--- src/design/dshot_pkg.sv ---
// Shared types, constants and functions for the DShot telemetry decoder.
package dshot_pkg;

  localparam int unsigned RawW  = 21;
  localparam int unsigned RpsW  = 20;
  localparam int unsigned PpW   = 6;
  localparam int unsigned StW   = 2;
  localparam int unsigned PerW  = 16;
  localparam int unsigned NumW  = 26;
  localparam logic [NumW-1:0] Dividend = 26'd60000000;
  localparam logic [PpW-1:0]  PpReset  = 6'd6;
  localparam logic [24:0]     Recip15  = 25'd17895698;
  localparam int unsigned     RecipSh  = 28;

  typedef enum logic [1:0] {
    ST_OK       = 2'd0,
    ST_ERROR    = 2'd1,
    ST_STOPPED  = 2'd2,
    ST_ZERO_PER = 2'd3
  } status_e;

  typedef struct packed {
    logic [RawW-1:0] raw_frame;
  } in_t;

  typedef struct packed {
    logic [StW-1:0]  status;
    logic [RpsW-1:0] rps;
  } out_t;

  function automatic logic [4:0] gcr_decode(input logic [4:0] code);
    logic [4:0] r;
    begin
      case (code)
        5'd9:  r = 5'd9;
        5'd10: r = 5'd10;
        5'd11: r = 5'd11;
        5'd13: r = 5'd13;
        5'd14: r = 5'd14;
        5'd15: r = 5'd15;
        5'd18: r = 5'd2;
        5'd19: r = 5'd3;
        5'd21: r = 5'd5;
        5'd22: r = 5'd6;
        5'd23: r = 5'd7;
        5'd25: r = 5'd0;
        5'd26: r = 5'd8;
        5'd27: r = 5'd1;
        5'd29: r = 5'd4;
        5'd30: r = 5'd12;
        default: r = 5'h10;
      endcase
      return r;
    end
  endfunction

endpackage

--- src/design/dshot_if.sv ---
// Valid/ready stream interface with a generic payload.
interface dshot_if #(
  parameter type payload_t = logic
);
  logic     valid;
  logic     ready;
  payload_t data;

  modport source (output valid, output data, input ready);
  modport sink (input valid, input data, output ready);
endinterface

--- src/design/dshot_divstage.sv ---
// One registered restoring-division stage group with its own valid bit and side data.
module dshot_divstage #(
  parameter int unsigned NumW  = 26,
  parameter int unsigned DenW  = 26,
  parameter int unsigned Steps = 4,
  parameter int unsigned SideW = 8
) (
  input  logic            clk_i,
  input  logic            rst_ni,
  input  logic            en_i,
  input  logic            valid_i,
  input  logic [NumW-1:0] rem_i,
  input  logic [NumW-1:0] quo_i,
  input  logic [NumW-1:0] num_i,
  input  logic [DenW-1:0] den_i,
  input  logic [SideW-1:0] side_i,
  input  logic [$clog2(NumW+1)-1:0] bit_i,
  output logic            valid_o,
  output logic [NumW-1:0] rem_o,
  output logic [NumW-1:0] quo_o,
  output logic [NumW-1:0] num_o,
  output logic [DenW-1:0] den_o,
  output logic [SideW-1:0] side_o,
  output logic [$clog2(NumW+1)-1:0] bit_o
);
  localparam int unsigned BW = $clog2(NumW+1);
  logic [NumW:0]   r;
  logic [NumW-1:0] q;
  logic [BW-1:0]   b;
  logic [NumW:0]   rem_d;
  logic [NumW-1:0] quo_d;
  logic [BW-1:0]   bit_d;
  logic            valid_q;
  logic [NumW-1:0] rem_q, quo_q, num_q;
  logic [DenW-1:0] den_q;
  logic [SideW-1:0] side_q;
  logic [BW-1:0]   bit_q;

  always_comb begin
    r = {1'b0, rem_i};
    q = quo_i;
    b = bit_i;
    for (int s = 0; s < Steps; s++) begin
      if (b != '0) begin
        b = b - BW'(1);
        r = {r[NumW-1:0], num_i[b[$clog2(NumW)-1:0]]};
        if (r >= (NumW+1)'(den_i)) begin
          r = r - (NumW+1)'(den_i);
          q = {q[NumW-2:0], 1'b1};
        end else begin
          q = {q[NumW-2:0], 1'b0};
        end
      end
    end
    rem_d = r;
    quo_d = q;
    bit_d = b;
  end

  always_ff @(posedge clk_i or negedge rst_ni) begin
    if (!rst_ni) begin
      valid_q <= 1'b0;
    end else if (en_i) begin
      valid_q <= valid_i;
    end
  end

  always_ff @(posedge clk_i) begin
    if (en_i) begin
      rem_q  <= rem_d[NumW-1:0];
      quo_q  <= quo_d;
      num_q  <= num_i;
      den_q  <= den_i;
      side_q <= side_i;
      bit_q  <= bit_d;
    end
  end

  assign valid_o = valid_q;
  assign rem_o   = rem_q;
  assign quo_o   = quo_q;
  assign num_o   = num_q;
  assign den_o   = den_q;
  assign side_o  = side_q;
  assign bit_o   = bit_q;
endmodule

--- src/design/dshot_front.sv ---
// Front stage: transition decode, GCR lookup, checksum and period extraction.
module dshot_front (
  input  logic                          clk_i,
  input  logic                          rst_ni,
  input  logic                          en_i,
  input  logic                          valid_i,
  input  logic [dshot_pkg::RawW-1:0]    raw_i,
  output logic                          valid_o,
  output logic [dshot_pkg::StW-1:0]     status_o,
  output logic [dshot_pkg::PerW-1:0]    period_o
);
  localparam int unsigned PerW = dshot_pkg::PerW;

  logic [19:0] bits;
  logic [4:0]  nib [4];
  logic        bad;
  logic [15:0] word;
  logic [11:0] payload;
  logic [dshot_pkg::PerW-1:0] period;
  logic [dshot_pkg::StW-1:0]  status_d;
  logic        valid_q;
  logic [dshot_pkg::StW-1:0]  status_q;
  logic [dshot_pkg::PerW-1:0] period_q;

  always_comb begin
    bits = raw_i[19:0] ^ raw_i[20:1];
    bad  = 1'b0;
    for (int g = 0; g < 4; g++) begin
      nib[g] = dshot_pkg::gcr_decode(bits[5*g +: 5]);
      bad = bad | nib[g][4];
    end
    word = {nib[3][3:0], nib[2][3:0], nib[1][3:0], nib[0][3:0]};
    if ((word[3:0] ^ word[7:4] ^ word[11:8] ^ word[15:12]) != 4'hF) begin
      bad = 1'b1;
    end
    payload = word[15:4];
    period  = PerW'({7'd0, payload[8:0]} << payload[11:9]);
    if (bad) begin
      status_d = dshot_pkg::ST_ERROR;
    end else if (payload == 12'hFFF) begin
      status_d = dshot_pkg::ST_STOPPED;
    end else if (period == '0) begin
      status_d = dshot_pkg::ST_ZERO_PER;
    end else begin
      status_d = dshot_pkg::ST_OK;
    end
  end

  always_ff @(posedge clk_i or negedge rst_ni) begin
    if (!rst_ni) begin
      valid_q <= 1'b0;
    end else if (en_i) begin
      valid_q <= valid_i;
    end
  end

  always_ff @(posedge clk_i) begin
    if (en_i) begin
      status_q <= status_d;
      period_q <= (status_d == dshot_pkg::ST_OK) ? period : PerW'(1);
    end
  end

  assign valid_o  = valid_q;
  assign status_o = status_q;
  assign period_o = period_q;
endmodule

--- src/design/dshot_divpipe.sv ---
// Pipelined unsigned divider built from registered stage groups.
module dshot_divpipe #(
  parameter int unsigned NumW  = 26,
  parameter int unsigned DenW  = 26,
  parameter int unsigned Steps = 4,
  parameter int unsigned SideW = 8
) (
  input  logic             clk_i,
  input  logic             rst_ni,
  input  logic             en_i,
  input  logic             valid_i,
  input  logic [NumW-1:0]  num_i,
  input  logic [DenW-1:0]  den_i,
  input  logic [SideW-1:0] side_i,
  output logic             valid_o,
  output logic [NumW-1:0]  quo_o,
  output logic [SideW-1:0] side_o
);
  localparam int unsigned Stages = (NumW + Steps - 1) / Steps;
  localparam int unsigned BW = $clog2(NumW+1);

  logic             v   [Stages+1];
  logic [NumW-1:0]  rem [Stages+1];
  logic [NumW-1:0]  quo [Stages+1];
  logic [NumW-1:0]  num [Stages+1];
  logic [DenW-1:0]  den [Stages+1];
  logic [SideW-1:0] sd  [Stages+1];
  logic [BW-1:0]    bt  [Stages+1];

  assign v[0]   = valid_i;
  assign rem[0] = '0;
  assign quo[0] = '0;
  assign num[0] = num_i;
  assign den[0] = den_i;
  assign sd[0]  = side_i;
  assign bt[0]  = BW'(NumW);

  for (genvar i = 0; i < Stages; i++) begin : g_stage
    dshot_divstage #(
      .NumW(NumW), .DenW(DenW), .Steps(Steps), .SideW(SideW)
    ) u_stage (
      .clk_i, .rst_ni, .en_i,
      .valid_i(v[i]), .rem_i(rem[i]), .quo_i(quo[i]), .num_i(num[i]),
      .den_i(den[i]), .side_i(sd[i]), .bit_i(bt[i]),
      .valid_o(v[i+1]), .rem_o(rem[i+1]), .quo_o(quo[i+1]), .num_o(num[i+1]),
      .den_o(den[i+1]), .side_o(sd[i+1]), .bit_o(bt[i+1])
    );
  end

  assign valid_o = v[Stages];
  assign quo_o   = quo[Stages];
  assign side_o  = sd[Stages];
endmodule

--- src/design/dshot_erpm_telemetry_decode_core.sv ---
// Top level of the DShot eRPM telemetry decoder.
// The in channel carries one raw 21-bit telemetry frame per transfer; the out
// channel returns one status and rps per frame, in order. The cfg channel
// writes pole_pairs (a value of 0 acts as 1) and is always ready.
// The block is a fixed pipeline: a front stage decodes the GCR groups and the
// checksum, then two pipelined dividers compute 60000000 / P and the division
// by pole_pairs. The division by 60 is a reciprocal multiplication that feeds
// the output register. Each divider resolves four quotient bits per stage.
// One frame per cycle is taken when the output is not stalled.
// The whole pipeline advances only while the output register is empty or is
// being drained, so a stalled receiver freezes every stage and nothing is lost.
// in.ready is low whenever the output holds a result that is not taken.
// Reset clears all valid bits and sets pole_pairs to 6.
module dshot_erpm_telemetry_decode_core (
  input  logic   clk_i,
  input  logic   rst_ni,
  dshot_if.sink   in_i,
  dshot_if.sink   cfg_i,
  dshot_if.source out_o
);
  localparam int unsigned NumW = dshot_pkg::NumW;
  localparam int unsigned StW  = dshot_pkg::StW;

  logic [dshot_pkg::PpW-1:0] pole_pairs_q;
  logic en;
  logic out_valid_q;
  dshot_pkg::out_t out_q;

  logic                       f_valid;
  logic [StW-1:0]             f_status;
  logic [dshot_pkg::PerW-1:0] f_period;
  logic                       d1_valid, d2_valid;
  logic [NumW-1:0]            d1_quo, d2_quo;
  logic [StW-1:0]             d1_st, d2_st;
  logic [NumW-1:0]            erps;
  logic [NumW-1:0]            pp_den;
  logic [48:0]                prod60;

  assign en        = !out_valid_q || out_o.ready;
  assign in_i.ready  = en;
  assign cfg_i.ready = 1'b1;

  always_ff @(posedge clk_i or negedge rst_ni) begin
    if (!rst_ni) begin
      pole_pairs_q <= dshot_pkg::PpReset;
    end else if (cfg_i.valid) begin
      pole_pairs_q <= cfg_i.data;
    end
  end

  dshot_front u_front (
    .clk_i, .rst_ni, .en_i(en),
    .valid_i(in_i.valid), .raw_i(in_i.data.raw_frame),
    .valid_o(f_valid), .status_o(f_status), .period_o(f_period)
  );

  dshot_divpipe #(.NumW(NumW), .DenW(NumW), .Steps(4), .SideW(StW)) u_div_per (
    .clk_i, .rst_ni, .en_i(en),
    .valid_i(f_valid), .num_i(dshot_pkg::Dividend),
    .den_i(NumW'(f_period)), .side_i(f_status),
    .valid_o(d1_valid), .quo_o(d1_quo), .side_o(d1_st)
  );

  assign erps   = d1_quo + NumW'(50);
  assign pp_den = (pole_pairs_q == '0) ? NumW'(1) : NumW'(pole_pairs_q);

  dshot_divpipe #(.NumW(NumW), .DenW(NumW), .Steps(4), .SideW(StW)) u_div_pp (
    .clk_i, .rst_ni, .en_i(en),
    .valid_i(d1_valid), .num_i(erps), .den_i(pp_den), .side_i(d1_st),
    .valid_o(d2_valid), .quo_o(d2_quo), .side_o(d2_st)
  );

  // Dividing by 60 is dividing by 4 and then by 15 through its reciprocal.
  assign prod60 = {25'd0, d2_quo[NumW-1:2]} * {24'd0, dshot_pkg::Recip15};

  always_ff @(posedge clk_i or negedge rst_ni) begin
    if (!rst_ni) begin
      out_valid_q <= 1'b0;
    end else if (en) begin
      out_valid_q <= d2_valid;
    end
  end

  always_ff @(posedge clk_i) begin
    if (en) begin
      out_q.status <= d2_st;
      out_q.rps    <= (d2_st == dshot_pkg::ST_OK)
                      ? prod60[dshot_pkg::RecipSh +: dshot_pkg::RpsW] : '0;
    end
  end

  assign out_o.valid = out_valid_q;
  assign out_o.data  = out_q;
endmodule

--- src/flat_wrapper.sv ---
// flat-port wrapper written by rule: the top's interface ports become plain ports
module dshot_erpm_telemetry_decode_core_flat import dshot_pkg::*;
  (clk_i, rst_ni, in_i_valid, in_i_data, in_i_ready, cfg_i_valid, cfg_i_data, cfg_i_ready, out_o_valid, out_o_data, out_o_ready);
  dshot_if #(.payload_t(in_t)) in_i_i ();
  dshot_if #(.payload_t(logic [PpW-1:0])) cfg_i_i ();
  dshot_if #(.payload_t(out_t)) out_o_i ();
  input  logic clk_i;
  input  logic rst_ni;
  input wire logic [$bits(in_i_i.valid)-1:0] in_i_valid;
  input wire logic [$bits(in_i_i.data)-1:0] in_i_data;
  output wire logic [$bits(in_i_i.ready)-1:0] in_i_ready;
  input wire logic [$bits(cfg_i_i.valid)-1:0] cfg_i_valid;
  input wire logic [$bits(cfg_i_i.data)-1:0] cfg_i_data;
  output wire logic [$bits(cfg_i_i.ready)-1:0] cfg_i_ready;
  output wire logic [$bits(out_o_i.valid)-1:0] out_o_valid;
  output wire logic [$bits(out_o_i.data)-1:0] out_o_data;
  input wire logic [$bits(out_o_i.ready)-1:0] out_o_ready;
  assign in_i_i.valid = in_i_valid;
  assign in_i_i.data = in_i_data;
  assign in_i_ready = in_i_i.ready;
  assign cfg_i_i.valid = cfg_i_valid;
  assign cfg_i_i.data = cfg_i_data;
  assign cfg_i_ready = cfg_i_i.ready;
  assign out_o_valid = out_o_i.valid;
  assign out_o_data = out_o_i.data;
  assign out_o_i.ready = out_o_ready;
  dshot_erpm_telemetry_decode_core u_core (.clk_i(clk_i), .rst_ni(rst_ni), .in_i(in_i_i), .cfg_i(cfg_i_i), .out_o(out_o_i));
endmodule
--- config.mk ---
export PLATFORM = sky130hd
export DESIGN_NAME = dshot_erpm_telemetry_decode_core_flat
export DESIGN_NICKNAME = d
export VERILOG_FILES = /design/src/design/dshot_pkg.sv /design/src/design/dshot_if.sv /design/src/design/dshot_divstage.sv /design/src/design/dshot_front.sv /design/src/design/dshot_divpipe.sv /design/src/design/dshot_erpm_telemetry_decode_core.sv /design/src/flat_wrapper.sv
export SDC_FILE = /design/constraint.sdc
export NUM_CORES = 2
export LEC_CHECK = 0
export ABC_AREA = 1
export BUFFER_PORTS_ARGS = -buffer_cell sky130_fd_sc_hd__buf_2
export CORE_ASPECT_RATIO = 1.5
export CORE_UTILIZATION = 65
export CTS_BUF_LIST = sky130_fd_sc_hd__clkbuf_4 sky130_fd_sc_hd__clkbuf_8
export DETAILED_ROUTE_END_ITERATION = 7
export GPL_TIMING_DRIVEN = 0
export HOLD_SLACK_MARGIN = 0.05
export PLACE_DENSITY = 0.81
export SLEW_MARGIN = 5
export SYNTH_ARGS = -nofsm -noshare
export SYNTH_HDL_FRONTEND = slang
export SYNTH_SLANG_ARGS = --single-unit
--- constraint.sdc ---
create_clock -name clk_i -period 57.8 [get_ports clk_i]
set_clock_uncertainty 0.1 [all_clocks]
set_input_delay 14.45 -clock clk_i [delete_from_list [all_inputs] [get_ports clk_i]]
set_output_delay 14.45 -clock clk_i [all_outputs]
set_load 0.01 [all_outputs]
==> reports/metrics.json <==
{
  "tritoncts": {"value": "built"},
  "ys_top_cells_by_area": {"value": "sky130_fd_sc_hd__edfxtp_1, sky130_fd_sc_hd__nand2_1, sky130_fd_sc_hd__ha_1, sky130_fd_sc_hd__inv_1, sky130_fd_sc_hd__nor2_1"},
  "cts-root-to-sink-buffers": {"value": 3},
  "grt_overflow_total": {"value": 0},
  "chipWidth": {"value": 300, "unit": "um"},
  "remaining_drc_errors": {"value": 11},
  "async_flop_share": {"value": 0.0282},
  "holdCritPathClass": {"value": "reg2reg"},
  "worst_slew_margin_rel": {"value": 0.202},
  "final_hold_viol_count": {"value": 0},
  "cts_inserted_buffers": {"value": 121},
  "register_area": {"value": 23300, "unit": "um2"},
  "synth-edff-count": {"value": 757},
  "dr_total_vias": {"value": 85500},
  "synth_seq_area_share": {"value": 0.269},
  "finalNonFillerCells": {"value": 14600},
  "gp_routability_congestion": {"value": 1.08},
  "post_cts_resized": {"value": 0},
  "cts.root.buffer_cell": {"value": "sky130_fd_sc_hd__clkbuf_8"},
  "number_of_unique_standard_cell_types_used_by_synthesis": {"value": 81},
  "run_status": {"value": "finished with violations"},
  "multi_input_comb_area": {"value": 55000, "unit": "um2"},
  "layout_common_cells": {"value": "sky130_fd_sc_hd__nand2_1, sky130_fd_sc_hd__inv_1, sky130_fd_sc_hd__nor2_1"},
  "dr.first_iter.drc_count": {"value": 7150},
  "finalSetupViolCount": {"value": 0},
  "fp.coreArea": {"value": 132000, "unit": "um2"},
  "drive_above_1_share": {"value": 0.0722},
  "antenna_violations_before_repair": {"value": 1},
  "post_cts_setup_driven_buffer_insertion_count": {"value": 0},
  "timing.critical_path.required": {"value": 43.25, "unit": "ns"},
  "drtAntennaViolNets": {"value": 0},
  "setup_tns": {"value": 0, "unit": "ns"},
  "synthesis.instances": {"value": 12600},
  "syn2layout_area_growth": {"value": 6.46, "unit": "%"},
  "final.min_clock_period": {"value": 29.77, "unit": "ns"},
  "final.period_utilization": {"value": 0.515},
  "grt_first_pass_wirelength": {"value": 414000, "unit": "um"},
  "synth.cell_area": {"value": 86500, "unit": "um2"},
  "fp.dieH": {"value": 449, "unit": "um"},
  "via_per_inst": {"value": 5.84},
  "unrepaired_setup_endpoints_after_global_routing": {"value": "false"},
  "clock_sink_count": {"value": 779},
  "initial_core_util": {"value": 0.657},
  "worst_setup_path_start_kind": {"value": "primary input"},
  "nNetsFinal": {"value": 13700},
  "highest_clock_rate": {"value": 33.6, "unit": "MHz"},
  "tightest_slew": {"value": 1.19, "unit": "ns"},
  "cts_htree_levels": {"value": 3},
  "finalMaxSlewViolations": {"value": 0},
  "place_inst": {"value": 14400},
  "finalWirelength": {"value": 262000, "unit": "um"},
  "drt_first_pass_iters": {"value": 8},
  "fill_cells": {"value": 11200},
  "synthesis.yosys.warnings": {"value": 0},
  "yosys_most_used_dff": {"value": "sky130_fd_sc_hd__edfxtp_1"},
  "yosys.area.top_type_share": {"value": 0.263},
  "avgSynthCellArea": {"value": 6.87, "unit": "um2"},
  "final_util": {"value": 0.699},
  "setup.worst_path.end_class": {"value": "output port"},
  "post-dp-hpwl": {"value": 215000, "unit": "um"},
  "layout.cells.most_common": {"value": "sky130_fd_sc_hd__nand2_1"},
  "synth_area_leader_cell": {"value": "sky130_fd_sc_hd__edfxtp_1"},
  "track_usage": {"value": 0.380},
  "grt_start_max_net_pins": {"value": 46},
  "clk_latency": {"value": 0.90, "unit": "ns"},
  "category_of_the_most_critical_setup_path": {"value": "in2out"},
  "failed_checks": {"value": "design-rule violations"},
  "portBuffers": {"value": 55},
  "clk_pin_slew_worst_paths": {"value": 0.06, "unit": "ns"},
  "max_cap_violations": {"value": 0},
  "die_area": {"value": 135000, "unit": "um2"},
  "io-pin-count": {"value": 57},
  "ys_seq_elements": {"value": 779},
  "timing.critical_path.fanout_max": {"value": 12},
  "grt_pass1_vias": {"value": 83700},
  "num_rows": {"value": 163},
  "cts_hold_repair.buffers": {"value": 0},
  "cp.arrival": {"value": 15.22, "unit": "ns"},
  "detail_route.wl_per_cell": {"value": 17.9, "unit": "um"}
}
## final cells by class
| cell class | instances | area share |
|---|---|---|
| Tap cell | 1732 | 0.0235 |
| Multi-Input combinational cell | 9733 | 0.597 |
| Sequential cell | 779 | 0.253 |
| Buffer | 173 | 0.0121 |
| Clock buffer | 143 | 0.0199 |
| Antenna cell | 2 | 0.0000543 |
| Inverter | 1915 | 0.0781 |
| Timing Repair Buffer | 75 | 0.00750 |
| Clock inverter | 83 | 0.00941 |
## critical path, cell delays in order
cell                      delay [ns]
sky130_fd_sc_hd__buf_2          0.07
sky130_fd_sc_hd__inv_1          0.03
sky130_fd_sc_hd__nand2_1        0.17
sky130_fd_sc_hd__buf_2          0.30
sky130_fd_sc_hd__buf_2          0.18
## sequential cells by signal (all words and copies together), names as in the netlist
| signal | flops |
|---|---|
| u_core.u_front.period_o | 16 |
| u_core.pole_pairs_q | 6 |
| u_core.u_div_pp.g_stage.u_stage.valid_o | 7 |
| u_core.u_div_pp.g_stage.u_stage.rem_o | 130 |
| u_core.u_front.valid_o | 1 |
| u_core.u_div_pp.g_stage.u_stage.quo_o | 108 |
| u_core.u_div_per.g_stage.u_stage.den_o | 96 |
| u_core.u_div_per.g_stage.u_stage.quo_o | 109 |
| u_core.out_o.data | 22 |
| u_core.u_div_per.g_stage.u_stage.rem_o | 156 |
| u_core.u_div_pp.g_stage.u_stage.num_o | 60 |
| u_core.u_div_pp.g_stage.u_stage.side_o | 14 |
| u_core.u_div_per.g_stage.u_stage.valid_o | 7 |
| u_core.out_o.valid | 1 |
| u_core.u_front.status_o | 2 |
| u_core.u_div_per.g_stage.u_stage.side_o | 14 |
| u_core.u_div_pp.g_stage.u_stage.den_o | 30 |
## per-stage QoR
stage	setup WS (ns)	cell area [um2]	hold slack, ns
after global routing	28.00	92100	0.300
after floorplan	8.13	86600	0.300
after detailed placement	28.06	89400	0.305
after CTS	28.03	92100	0.284
after global placement	-0.599	89000	0.301
final	28.03	92100	0.296
## Yosys cell counts (all sizes together) (7+ instances only)
| master | instances |
|---|---|
| a211oi | 16 |
| a21boi | 10 |
| a21o | 24 |
| a21oi | 630 |
| a221oi | 9 |
| a31oi | 24 |
| and2 | 15 |
| and3 | 8 |
| buf | 113 |
| clkbuf | 60 |
| clkinv | 8 |
| dfrtp | 20 |
| edfxtp | 757 |
| fa | 109 |
| ha | 731 |
| inv | 1907 |
| mux2 | 10 |
| nand2 | 3590 |
| nand3 | 990 |
| nand3b | 73 |
| nand4 | 312 |
| nor2 | 1397 |
| nor3 | 128 |
| nor4 | 25 |
| o2111ai | 7 |
| o211ai | 32 |
| o21a | 21 |
| o21ai | 810 |
| o21bai | 57 |
| or2 | 63 |
| xnor2 | 265 |
| xor2 | 327 |
## metal layers
| metal | global-route usage | routed length, um | share of wire | vias up |
|---|---|---|---|---|
| met2 | 0.686 | 131000 | 0.50 | 3426 |
| met1 | 0.401 | 94900 | 0.36 | 39100 |
| li1 | - | - | - | 41800 |
| met5 | 0 | 0 | 0 | - |
| met4 | 0.282 | 21000 | 0.080 | 0 |
| met3 | 0.0503 | 15300 | 0.058 | 1134 |
## logic make-up (layout without fill, tap and decap cells)
family | count (synthesis) | in the layout | share of synthesized area
other | 2 | 9 | 0.0000868
AOI/OAI and AO/OA | 1669 | 1669 | 0.106
xor gates and xnor gates | 592 | 592 | 0.0599
adders and majority gates | 840 | 840 | 0.131
buffers and inverters | 2088 | 2389 | 0.0960
DFF | 779 | 779 | 0.269
muxes | 12 | 12 | 0.00153
and+or+nand+nor | 6613 | 6613 | 0.337
## final timing paths
kind	start	end	slack (ns)	depth (start not counted)
worst max-delay path	out_o_ready	in_i_ready	28.03	5
worst max register to register	u_core.u_div_per.g_stage[3].u_stage.den_o[10]	u_core.u_div_per.g_stage[4].u_stage.rem_o[24]	43.47	65
max in group asynchronous	rst_ni	u_core.pole_pairs_q[3]	43.82	1
min in group asynchronous	rst_ni	u_core.pole_pairs_q[0]	13.40	1
worst min register to register	u_core.u_div_per.g_stage[4].u_stage.quo_o[17]	u_core.u_div_per.g_stage[5].u_stage.quo_o[21]	0.30	0
worst min-delay path	u_core.u_div_per.g_stage[4].u_stage.quo_o[17]	u_core.u_div_per.g_stage[5].u_stage.quo_o[21]	0.30	0
Power is left out: the tool's default activity adds up to more than one toggle a clock period on the data nets, which glitch-free logic cannot reach.
